**src/design/saturating_integer_accumulator_core_macros.svh**
```systemverilog
`ifndef SATURATING_INTEGER_ACCUMULATOR_CORE_MACROS_SVH
`define SATURATING_INTEGER_ACCUMULATOR_CORE_MACROS_SVH

// same-cycle implication
`define SIA_ASSERT(label, clk, rst_n, ante, cons, msg) \
	label: assert property (@(posedge clk) disable iff (!rst_n) (ante) |-> (cons)) \
		else $error(msg);

// next-cycle implication
`define SIA_ASSERT_NEXT(label, clk, rst_n, ante, cons, msg) \
	label: assert property (@(posedge clk) disable iff (!rst_n) (ante) |=> (cons)) \
		else $error(msg);

`endif

```
**src/design/sia_pkg.sv**
```systemverilog
package sia_pkg;

	localparam int DATA_W = 32;
	localparam int WIDE_W = 2 * DATA_W;
	localparam int ACT_W  = 3;
	localparam int DIV_STEPS = DATA_W;
	localparam int CNT_W  = $clog2(DIV_STEPS);

	localparam logic [ACT_W-1:0] ACT_SET  = 3'd0;
	localparam logic [ACT_W-1:0] ACT_ADD  = 3'd1;
	localparam logic [ACT_W-1:0] ACT_MUL  = 3'd2;
	localparam logic [ACT_W-1:0] ACT_DIV  = 3'd3;
	localparam logic [ACT_W-1:0] ACT_FRAC = 3'd4;

	localparam logic signed [DATA_W-1:0] SAT_HIGH = 32'sd1000000000;
	localparam logic signed [DATA_W-1:0] SAT_LOW  = -32'sd1000000000;
	localparam logic        [DATA_W-1:0] SAT_MAG  = 32'd1000000000;
	localparam logic signed [DATA_W-1:0] INT_MIN  = 32'sh8000_0000;
	localparam logic signed [DATA_W-1:0] MINUS_ONE = -32'sd1;

	typedef struct packed {
		logic              start;
		logic [WIDE_W-1:0] dividend;
		logic [DATA_W-1:0] divisor;
	} div_req_t;

	typedef struct packed {
		logic              done;
		logic              ovf;
		logic [DATA_W-1:0] quotient;
	} div_rsp_t;

	function automatic logic [DATA_W-1:0] abs32(input logic signed [DATA_W-1:0] x);
		return x[DATA_W-1] ? DATA_W'(-x) : DATA_W'(x);
	endfunction

	function automatic logic [WIDE_W-1:0] abs64(input logic signed [WIDE_W-1:0] x);
		return x[WIDE_W-1] ? WIDE_W'(-x) : WIDE_W'(x);
	endfunction

	function automatic logic signed [DATA_W-1:0] sat64(input logic signed [WIDE_W-1:0] v);
		logic signed [DATA_W-1:0] r;
		if (v > WIDE_W'(SAT_HIGH))
			r = SAT_HIGH;
		else if (v < WIDE_W'(SAT_LOW))
			r = SAT_LOW;
		else
			r = DATA_W'(v);
		return r;
	endfunction

endpackage

```
**src/design/sia_div.sv**
```systemverilog
module sia_div (
	input  logic              clk,
	input  logic              arst_n,
	input  sia_pkg::div_req_t req,
	output sia_pkg::div_rsp_t rsp
);

	logic                          busy_q;
	logic                          done_q;
	logic                          ovf_q;
	logic [sia_pkg::CNT_W-1:0]     cnt_q;
	logic [sia_pkg::DATA_W-1:0]    rem_q;
	logic [sia_pkg::DATA_W-1:0]    quo_q;
	logic [sia_pkg::DATA_W-1:0]    dsr_q;

	logic [sia_pkg::DATA_W:0]      shifted;
	logic [sia_pkg::DATA_W:0]      diff;
	logic                          ge;

	// one restoring step: shift in next dividend bit, trial subtract
	assign shifted = {rem_q, quo_q[sia_pkg::DATA_W-1]};
	assign ge      = shifted >= {1'b0, dsr_q};
	assign diff    = shifted - {1'b0, dsr_q};

	always_ff @(posedge clk or negedge arst_n) begin
		if (!arst_n) begin
			busy_q <= 1'b0;
			done_q <= 1'b0;
			ovf_q  <= 1'b0;
			cnt_q  <= '0;
		end else begin
			if (req.start) begin
				dsr_q <= req.divisor;
				// high half >= divisor: quotient needs more than 32 bits
				if (req.dividend[sia_pkg::WIDE_W-1:sia_pkg::DATA_W] >= req.divisor) begin
					ovf_q  <= 1'b1;
					done_q <= 1'b1;
					busy_q <= 1'b0;
				end else begin
					ovf_q  <= 1'b0;
					done_q <= 1'b0;
					rem_q  <= req.dividend[sia_pkg::WIDE_W-1:sia_pkg::DATA_W];
					quo_q  <= req.dividend[sia_pkg::DATA_W-1:0];
					cnt_q  <= sia_pkg::CNT_W'(sia_pkg::DIV_STEPS - 1);
					busy_q <= 1'b1;
				end
			end else if (busy_q) begin
				rem_q  <= ge ? diff[sia_pkg::DATA_W-1:0] : shifted[sia_pkg::DATA_W-1:0];
				quo_q  <= {quo_q[sia_pkg::DATA_W-2:0], ge};
				cnt_q  <= cnt_q - 1'b1;
				done_q <= (cnt_q == '0);
				if (cnt_q == '0)
					busy_q <= 1'b0;
			end else begin
				done_q <= 1'b0;
			end
		end
	end

	assign rsp.done     = done_q;
	assign rsp.ovf      = ovf_q;
	assign rsp.quotient = quo_q;

endmodule

```
**src/design/saturating_integer_accumulator_core.sv**
```systemverilog
// Channel  Handshake              Payload
// in       in_valid / in_ready    action, operand, denominator
// out      out_valid / out_ready  result_value
//
// Set, add, unused codes, divide by zero or overflow: idle, then output state; multiply:
// product state first. Divide uses a 32-step restoring divider (one quotient bit per
// cycle); frac computes the product, then divides unless the denominator is zero.
// One item at a time; in_ready is low from transfer until the result sits in
// the output register. A stalled output holds the next result back.
// Reset clears the accumulator to zero.
`include "saturating_integer_accumulator_core_macros.svh"

module saturating_integer_accumulator_core #(
	parameter int VALUE_WIDTH = 32
) (
	input  logic                                clk,
	input  logic                                arst_n,
	input  logic                                in_valid,
	output logic                                in_ready,
	input  logic [sia_pkg::ACT_W-1:0]           action,
	input  logic signed [sia_pkg::DATA_W-1:0]   operand,
	input  logic signed [sia_pkg::DATA_W-1:0]   denominator,
	output logic                                out_valid,
	input  logic                                out_ready,
	output logic signed [sia_pkg::DATA_W-1:0]   result_value
);

	localparam logic [2:0] ST_IDLE = 3'd0;
	localparam logic [2:0] ST_PROD = 3'd1;
	localparam logic [2:0] ST_DIV  = 3'd2;
	localparam logic [2:0] ST_OUT  = 3'd3;

	logic [2:0]                          state_q;
	logic [sia_pkg::ACT_W-1:0]           act_q;
	logic signed [sia_pkg::DATA_W-1:0]   den_q;
	logic signed [sia_pkg::WIDE_W-1:0]   prod_q;
	logic                                neg_q;
	logic [VALUE_WIDTH-1:0]              acc_q;
	logic                                out_valid_q;
	logic signed [sia_pkg::DATA_W-1:0]   out_q;

	logic signed [sia_pkg::DATA_W-1:0]   acc_s;
	logic signed [sia_pkg::WIDE_W-1:0]   sum_w;
	logic signed [sia_pkg::DATA_W-1:0]   zero_div;
	logic signed [sia_pkg::DATA_W-1:0]   quo_s;
	logic                                div_special;
	sia_pkg::div_req_t                   div_req;
	sia_pkg::div_rsp_t                   div_rsp;

	// all results fit 32 bits; upper accumulator bits are sign extension
	assign acc_s       = signed'(acc_q[sia_pkg::DATA_W-1:0]);
	assign sum_w       = sia_pkg::WIDE_W'(acc_s) + sia_pkg::WIDE_W'(operand);
	assign zero_div    = acc_s[sia_pkg::DATA_W-1] ? sia_pkg::SAT_LOW : sia_pkg::SAT_HIGH;
	assign quo_s       = neg_q ? signed'(sia_pkg::DATA_W'(0 - div_rsp.quotient))
	                           : signed'(div_rsp.quotient);
	assign div_special = (operand == '0) ||
	                     (acc_s == sia_pkg::INT_MIN && operand == sia_pkg::MINUS_ONE);

	always_comb begin
		div_req.start    = 1'b0;
		div_req.dividend = {{sia_pkg::DATA_W{1'b0}}, sia_pkg::abs32(acc_s)};
		div_req.divisor  = sia_pkg::abs32(operand);
		if (state_q == ST_IDLE) begin
			div_req.start = in_valid && (action == sia_pkg::ACT_DIV) && !div_special;
		end else begin
			div_req.start    = (state_q == ST_PROD) && (act_q == sia_pkg::ACT_FRAC) &&
			                   (den_q != '0);
			div_req.dividend = sia_pkg::abs64(prod_q);
			div_req.divisor  = sia_pkg::abs32(den_q);
		end
	end

	sia_div u_div (
		.clk    (clk),
		.arst_n (arst_n),
		.req    (div_req),
		.rsp    (div_rsp)
	);

	always_ff @(posedge clk or negedge arst_n) begin
		if (!arst_n) begin
			state_q     <= ST_IDLE;
			acc_q       <= '0;
			out_valid_q <= 1'b0;
		end else begin
			if (out_valid_q && out_ready && state_q != ST_OUT)
				out_valid_q <= 1'b0;
			unique case (state_q)
				ST_IDLE: begin
					if (in_valid) begin
						act_q   <= action;
						den_q   <= denominator;
						prod_q  <= acc_s * operand;
						neg_q   <= acc_s[sia_pkg::DATA_W-1] ^ operand[sia_pkg::DATA_W-1];
						state_q <= ST_OUT;
						case (action) inside
							sia_pkg::ACT_SET: acc_q <= VALUE_WIDTH'(operand);
							sia_pkg::ACT_ADD: acc_q <= VALUE_WIDTH'(sia_pkg::sat64(sum_w));
							sia_pkg::ACT_MUL, sia_pkg::ACT_FRAC: state_q <= ST_PROD;
							sia_pkg::ACT_DIV: begin
								if (operand == '0)
									acc_q <= VALUE_WIDTH'(zero_div);
								else if (div_special)
									acc_q <= VALUE_WIDTH'(sia_pkg::SAT_HIGH);
								else
									state_q <= ST_DIV;
							end
							default: ;
						endcase
					end
				end
				ST_PROD: begin
					state_q <= ST_OUT;
					if (act_q == sia_pkg::ACT_MUL) begin
						acc_q <= VALUE_WIDTH'(sia_pkg::sat64(prod_q));
					end else if (den_q == '0) begin
						acc_q <= VALUE_WIDTH'(zero_div);
					end else begin
						neg_q   <= prod_q[sia_pkg::WIDE_W-1] ^ den_q[sia_pkg::DATA_W-1];
						state_q <= ST_DIV;
					end
				end
				ST_DIV: begin
					if (div_rsp.done) begin
						state_q <= ST_OUT;
						if (act_q == sia_pkg::ACT_DIV)
							acc_q <= VALUE_WIDTH'(quo_s);
						else if (div_rsp.ovf || div_rsp.quotient > sia_pkg::SAT_MAG)
							acc_q <= VALUE_WIDTH'(neg_q ? sia_pkg::SAT_LOW : sia_pkg::SAT_HIGH);
						else
							acc_q <= VALUE_WIDTH'(quo_s);
					end
				end
				ST_OUT: begin
					if (!out_valid_q || out_ready) begin
						out_valid_q <= 1'b1;
						out_q       <= acc_s;
						state_q     <= ST_IDLE;
					end
				end
				default: state_q <= ST_IDLE;
			endcase
		end
	end

	assign in_ready     = (state_q == ST_IDLE);
	assign out_valid    = out_valid_q;
	assign result_value = out_q;

	`SIA_ASSERT(a_acc_ext, clk, arst_n, 1'b1, acc_q == VALUE_WIDTH'(acc_s), "acc upper bits not sign extension")
	`SIA_ASSERT(a_div_done, clk, arst_n, div_rsp.done, state_q == ST_DIV, "divider done outside divide state")
	`SIA_ASSERT_NEXT(a_frac_sat, clk, arst_n, state_q == ST_DIV && div_rsp.done && act_q == sia_pkg::ACT_FRAC, acc_s <= sia_pkg::SAT_HIGH && acc_s >= sia_pkg::SAT_LOW, "frac result out of range")
	`SIA_ASSERT(a_out_rise, clk, arst_n, $rose(out_valid_q), $past(state_q) == ST_OUT, "result shown without completing an item")

endmodule

```
**config.mk**
```make
export PLATFORM = sky130hd
export DESIGN_NAME = saturating_integer_accumulator_core
export DESIGN_NICKNAME = d
export VERILOG_FILES = /design/src/design/sia_pkg.sv /design/src/design/sia_div.sv /design/src/design/saturating_integer_accumulator_core.sv
export VERILOG_INCLUDE_DIRS = /design/src /design/src/design
export SDC_FILE = /design/constraint.sdc
export NUM_CORES = 2
export LEC_CHECK = 0
export BUFFER_PORTS_ARGS = -buffer_cell sky130_fd_sc_hd__buf_4
export CAP_MARGIN = 20
export CORE_ASPECT_RATIO = 1.25
export CORE_MARGIN = 8
export CORE_UTILIZATION = 25
export CTS_BUF_LIST = sky130_fd_sc_hd__clkbuf_4
export CTS_CLUSTER_SIZE = 30
export DETAILED_ROUTE_END_ITERATION = 8
export PLACE_DENSITY = 0.49
export SYNTH_ARGS = -nofsm -noshare
export SYNTH_HDL_FRONTEND = slang
export SYNTH_SLANG_ARGS = --single-unit
```
**constraint.sdc**
```tcl
create_clock -name clk -period 11.9 [get_ports clk]
set_input_delay 1.785 -clock clk [delete_from_list [all_inputs] [get_ports clk]]
set_output_delay 1.785 -clock clk [all_outputs]
set_load 0.05 [all_outputs]
```
After elaboration in Yosys (flattened, before gate mapping)
Index checks and enable logic that the tools add are counted.
{"block": "totals", "reg_bits": 272, "input_bits": 71, "out_inout_bits": 34}
{"block": "op_classes", "n_addsub": 8, "multipliers": 1, "order_cmp": 7, "n_eq_ne": 23, "n_mux": 62, "bitwise_logic": 2, "n_reduce_logical": 30}
{"operator": "32-bit 2-to-1 mux", "n": 29}
{"operator": "96-bit 2-to-1 mux", "n": 1}
{"operator": "32-bit negation", "n": 3}
{"operator": "32-bit case mux with 3 select lines", "n": 1}
{"operator": "64-bit by 31-bit greater-than comparator with 1-bit output (second input constant)", "n": 1}
{"operator": "32-bit logical NOT", "n": 2}
{"operator": "64-bit by 31-bit < comparator with 1-bit output (second input constant)", "n": 1}
{"operator": "32-bit by 32-bit multiplier with 64-bit output", "n": 1}
{"operator": "64-bit 2-to-1 mux", "n": 1}
{"operator": "64-bit negation", "n": 1}
{"operator": "32-bit by 32-bit adder with 33-bit output", "n": 1}
{"operator": "33-bit by 32-bit greater-or-equal comparator with 1-bit output", "n": 1}
{"operator": "33-bit by 31-bit greater-than comparator with 1-bit output (second input constant)", "n": 1}
{"operator": "33-bit by 31-bit < comparator with 1-bit output (second input constant)", "n": 1}
{"operator": "32-bit by 1-bit == test with 1-bit output (second input constant)", "n": 1}
{"operator": "32-bit == test (second input constant)", "n": 1}
{"operator": "32-bit greater-or-equal comparator", "n": 1}
{"operator": "32-bit by 30-bit greater-than comparator with 1-bit output (second input constant)", "n": 1}
{"operator": "32-bit nonzero test", "n": 1}
{"operator": "1-bit by 32-bit subtractor with 32-bit output (first input constant)", "n": 1}
{"operator": "32-bit subtractor", "n": 1}
{"operator": "1-bit 2-to-1 mux", "n": 19}
{"operator": "3-bit by 2-bit == test with 1-bit output (second input constant)", "n": 6}
{"operator": "5-bit 2-to-1 mux", "n": 3}
{"operator": "27 further kinds", "n": 53}

Longest topological paths before layout
{"block": "depth", "word_depth": 11, "depth_mapped": 32}

Cells and area by module
Synthesis repeated with hierarchy kept, for this count alone.
{"block": "hier_totals", "cells_unflattened": 6460, "hier_area_um2": 58071.9}
{"mod": "saturating_integer_accumulator_core", "n_inst": 1, "cells_per_inst": 5795, "area_each_um2": 51090.2}
{"mod": "sia_div", "n_inst": 1, "cells_per_inst": 665, "area_each_um2": 6981.7}

Worst setup path before layout
Ideal clock, no wire load.
{"block": "synth_path", "kind": "in2reg", "start": "input operand[11] in the netlist's numbering", "end": "register u_div.quo_q[0] in the netlist's numbering, enable pin", "t_arrival_ps": 10003, "setup_slack_ps": 1312, "stages": 18, "path_buffers": 1, "path_cell_list": "buf_2 or4_1 nor4_2 nor4b_2 nand3_1 o21ai_0 xnor2_1 nand2_1 o21a_1 ha_1 a21o_1 a21o_1 a21oi_1 o21ai_0 nor3b_1 o211ai_1 a311o_1 a21boi_0"}
{"block": "synth_between", "elab_chain_len": 8}
{"item": "start, declared", "line_no": "saturating_integer_accumulator_core.sv:21", "rtl": "input logic signed [sia_pkg::DATA_W-1:0] operand,"}
{"item": "parallel branches: the longest is 7 deep, another holds 32-bit negation"}
{"item": "3-bit AND reduction (no source line) (*)"}
{"item": "end signal, assigned", "line_no": "sia_div.sv:43", "rtl": "quo_q <= req.dividend[sia_pkg::DATA_W-1:0];"}
{"item": "end signal, assigned", "line_no": "sia_div.sv:49", "rtl": "quo_q <= {quo_q[sia_pkg::DATA_W-2:0], ge};"}
{"item": "end, declared", "line_no": "sia_div.sv:13", "rtl": "logic [sia_pkg::DATA_W-1:0] quo_q;"}
Mark *: on every way between the ends.
A chain may end at the register's enable or synchronous reset.

Final worst setup path
{"block": "layout_path", "start": "input operand[16] in the netlist's numbering", "end": "register prod_q[63] in the netlist's numbering, data pin"}
{"block": "layout_between", "elab_chain_len": 1}
{"item": "32-bit by 32-bit multiplier with 64-bit output", "line_no": "saturating_integer_accumulator_core.sv:93", "rtl": "prod_q <= acc_s * operand;"}
{"item": "end signal, assigned", "line_no": "saturating_integer_accumulator_core.sv:93"}
{"item": "end, declared", "line_no": "saturating_integer_accumulator_core.sv:36", "rtl": "logic signed [sia_pkg::WIDE_W-1:0] prod_q;"}
No other way between the ends.

==> run metrics <==
instance count of the mapped netlist between 6000 and 7000; Least-Margin Pin Slew about 1.1 ns; CP max FO 36; cts bufs inserted 71; flops & latches, synth approximately 270; mean post-synth cell area a little over 9 µm²; Arrival @ worst endpoint roughly 11 ns; io pins 105; DP HPWL approximately 160 mm; RSZ-0062 raised after global routing no; cts hold-fix bufs 0; Post-CTS Repair Setup Buffers 0; dpl ws 0.9870 ns; CTS-repair resized insts 0; number of synthesized flops with an enable pin ~230; 1st-iter DRT viols 2962; register area share after synthesis about 14%; share of flip-flops with an asynchronous set or reset 15.87%; total wire length approximately 210 mm; post-DR wirelength/cell 22.56 µm; Syn Nets ~7700; Critical Path RT roughly 13 ns; Distinct cells, synth 94; clk_lat worst skew just over 0.9 ns; CTS max path bufs 3; antenna violations before repair 10; Residual DRC 0; DR pass1 iterations 5; global placement routability congestion about 0.9; final worst slack about 1.8 ns; DR vias/cell ~5; first-pass GRT wire length 314.9 mm; Rel. slew slack approximately a quarter; port buffer count between 100 and 150; vias post-DR around 45000; CTS Sinks between 200 and 300; fillcell total 24350; remaining antenna violation count 0; # nets final 7627; gr usage total between 10% and 20%; core area between 200000 and 250000 µm²; Starting Density 25.06%; area grow syn2layout 8.421%; largest net degree at the start of global routing 73; top cell type's share of synthesized area between 30% and 40%; Worst Path Class, Setup in -> reg; CTS tree done; Hold Path Class reg -> reg; Final min period between 10 and 15 ns; crit path launch type input pin; number of global-route vias before repair between 40000 and 50000; dominant cell type by area after synthesis fa_1; CTS Root Cell clkbuf_4; H-tree level count 3; max-slew violations 0; clock skew 0.1169 ns; Rows about 200; Syn. warnings 0; Top FF cell, synth edfxtp_1; share of layout cells above drive strength 1 5.902%; die area ~240000 µm²; max cap viols 0; Die Wd between 400 and 500 µm; gr ovfl total 0; Final Setup Violations 0; Die Y ~550 µm; Clock transition at path regs ~0.080 ns; final hold violation count 0; Fmax between 90 and 100 MHz; status complete, no violations; top post-synthesis cells by area fa_1 (38%), edfxtp_1 (12%), inv_1 (7.5%); Worst setup EP type flop; Synth Cell Area between 50000 and 60000 µm²; setup TNS 0 ns; fin crit share 84.78%
[through the flow]
stage               utilization [%]  hold slack, ns  cells  area (µm²)
finish                        27.17          0.5288   9209       61830
global route                  27.17          0.5693   9207       61820
detailed placement            26.73          0.5145   9075       60840
CTS                           27.15          0.5353   9204       61790
floorplan                         -          0.4487   6289       57020
global placement              26.72          0.5083   9074       60810
[critical path: stages]
cell and delay [ns]:
buf_4 0.48, ha_1 0.43, fa_1 0.48, fa_1 0.53, inv_1 0.06, fa_1 0.51
fa_1 0.52, inv_1 0.05, fa_1 0.47, fa_1 0.52, fa_1 0.54, inv_1 0.05
fa_1 0.53, inv_1 0.04, ha_1 0.36, a21o_1 0.18, a21o_1 0.18, a21oi_1 0.24
nand2_1 0.23, a211oi_1 0.70, buf_4 0.26, o41ai_1 0.17, o22a_1 0.29, a31oi_1 0.40
a31oi_1 0.19, a221oi_1 0.34, xnor2_1 0.10
[final timing paths]
check	endpoint	start	cells past startpoint	slack [ns]
max in group asynchronous	acc_q[2]	arst_n	2	10.23
min	out_valid	out_valid	2	0.53
max	prod_q[63]	operand[16]	27	1.81
min in group asynchronous	state_q[0]	arst_n	1	0.80
max reg2reg	prod_q[63]	acc_q[25]	28	2.02
min reg2reg	out_valid	out_valid	2	0.53
[layout by cell type, fill, tap and decap left out, types with 15 or more instances in the layout]
cell / count
a211oi_1: 21
a21o_1: 103
a21oi_1: 242
a221oi_1: 15
a31oi_1: 26
and2_1: 506
and3_1: 31
buf_4: 185
clkbuf_4: 110
dfrtp_1: 41
edfxtp_1: 228
fa_1: 1084
ha_1: 292
inv_1: 1134
mux2_2: 15
mux2i_1: 18
nand2_1: 720
nand2b_1: 42
nand3_1: 58
nand4_1: 47
nor2_1: 257
nor2b_1: 20
nor3_1: 76
nor4_1: 21
o211ai_1: 21
o21a_1: 27
o21ai_0: 257
o21bai_1: 22
o31ai_1: 57
o41ai_1: 21
or3_1: 44
or4_1: 19
xnor2_1: 146
xor2_1: 135
[cells by family (layout without fill, tap and decap cells)]
group	Yosys count	count (layout)	synth area share, %
mux	33	33	0.6122
flops	271	271	13.89
fa+ha+maj	1377	1377	44.48
buf+inv	1506	1452	9.944
other cells	0	4	0
xor+xnor	281	281	4.316
compound gates	921	921	10.20
simple gates	1900	1900	16.55
[sequential cells by signal (all words and copies together) (netlist names)]
name,count
prod_q,64
u_div.cnt_q,5
den_q,32
u_div.rem_q,32
u_div.ovf_q,1
state_q,2
u_div.done_q,1
u_div.busy_q,1
neg_q,1
u_div.dsr_q,32
u_div.quo_q,32
out_valid,1
act_q,3
acc_q,32
result_value,32
[layer usage]
metal / wire, µm / global-route usage [%] / vias to the layer above
li1: - / - / 19570
met3: 10210 / 1.695 / 487
met1: 80150 / 19.81 / 23100
met5: 13 / 0 / -
met4: 12490 / 8.588 / 2
met2: 104900 / 30.75 / 1602
[Yosys cell counts (all sizes together) (21+ instances only)]
master and instances:
inv 1134, fa 1084, nand2 720, and2 507, clkbuf 333, ha 293
o21ai 264, nor2 257, a21oi 244, edfxtp 228, xnor2 146, xor2 135
a21o 103, nor3 77, nand3 58, o31ai 58, nand4 48, or3 44
dfrtp 43, nand2b 42, buf 38, and3 35, a31oi 27, o21a 27
nor4 24, a211oi 22, o21bai 22, o41ai 22, nor2b 21, o211ai 21
[area by class of cell]
type / instances / area [µm²] / area share, %
Multi-Input combinational cell: 4512 / 43500 / 70.36
Sequential cell: 271 / 7925 / 12.82
Inverter: 1135 / 4260 / 6.891
Tap cell: 2970 / 3716 / 6.010
Timing Repair Buffer: 188 / 1464 / 2.368
Clock buffer: 110 / 825.8 / 1.336
Clock inverter: 19 / 126.4 / 0.2044
Antenna cell: 4 / 10.01 / 0.01619
Power is not shown: default switching activity piles up to over one toggle a cycle in this logic, so the estimate is an artifact.
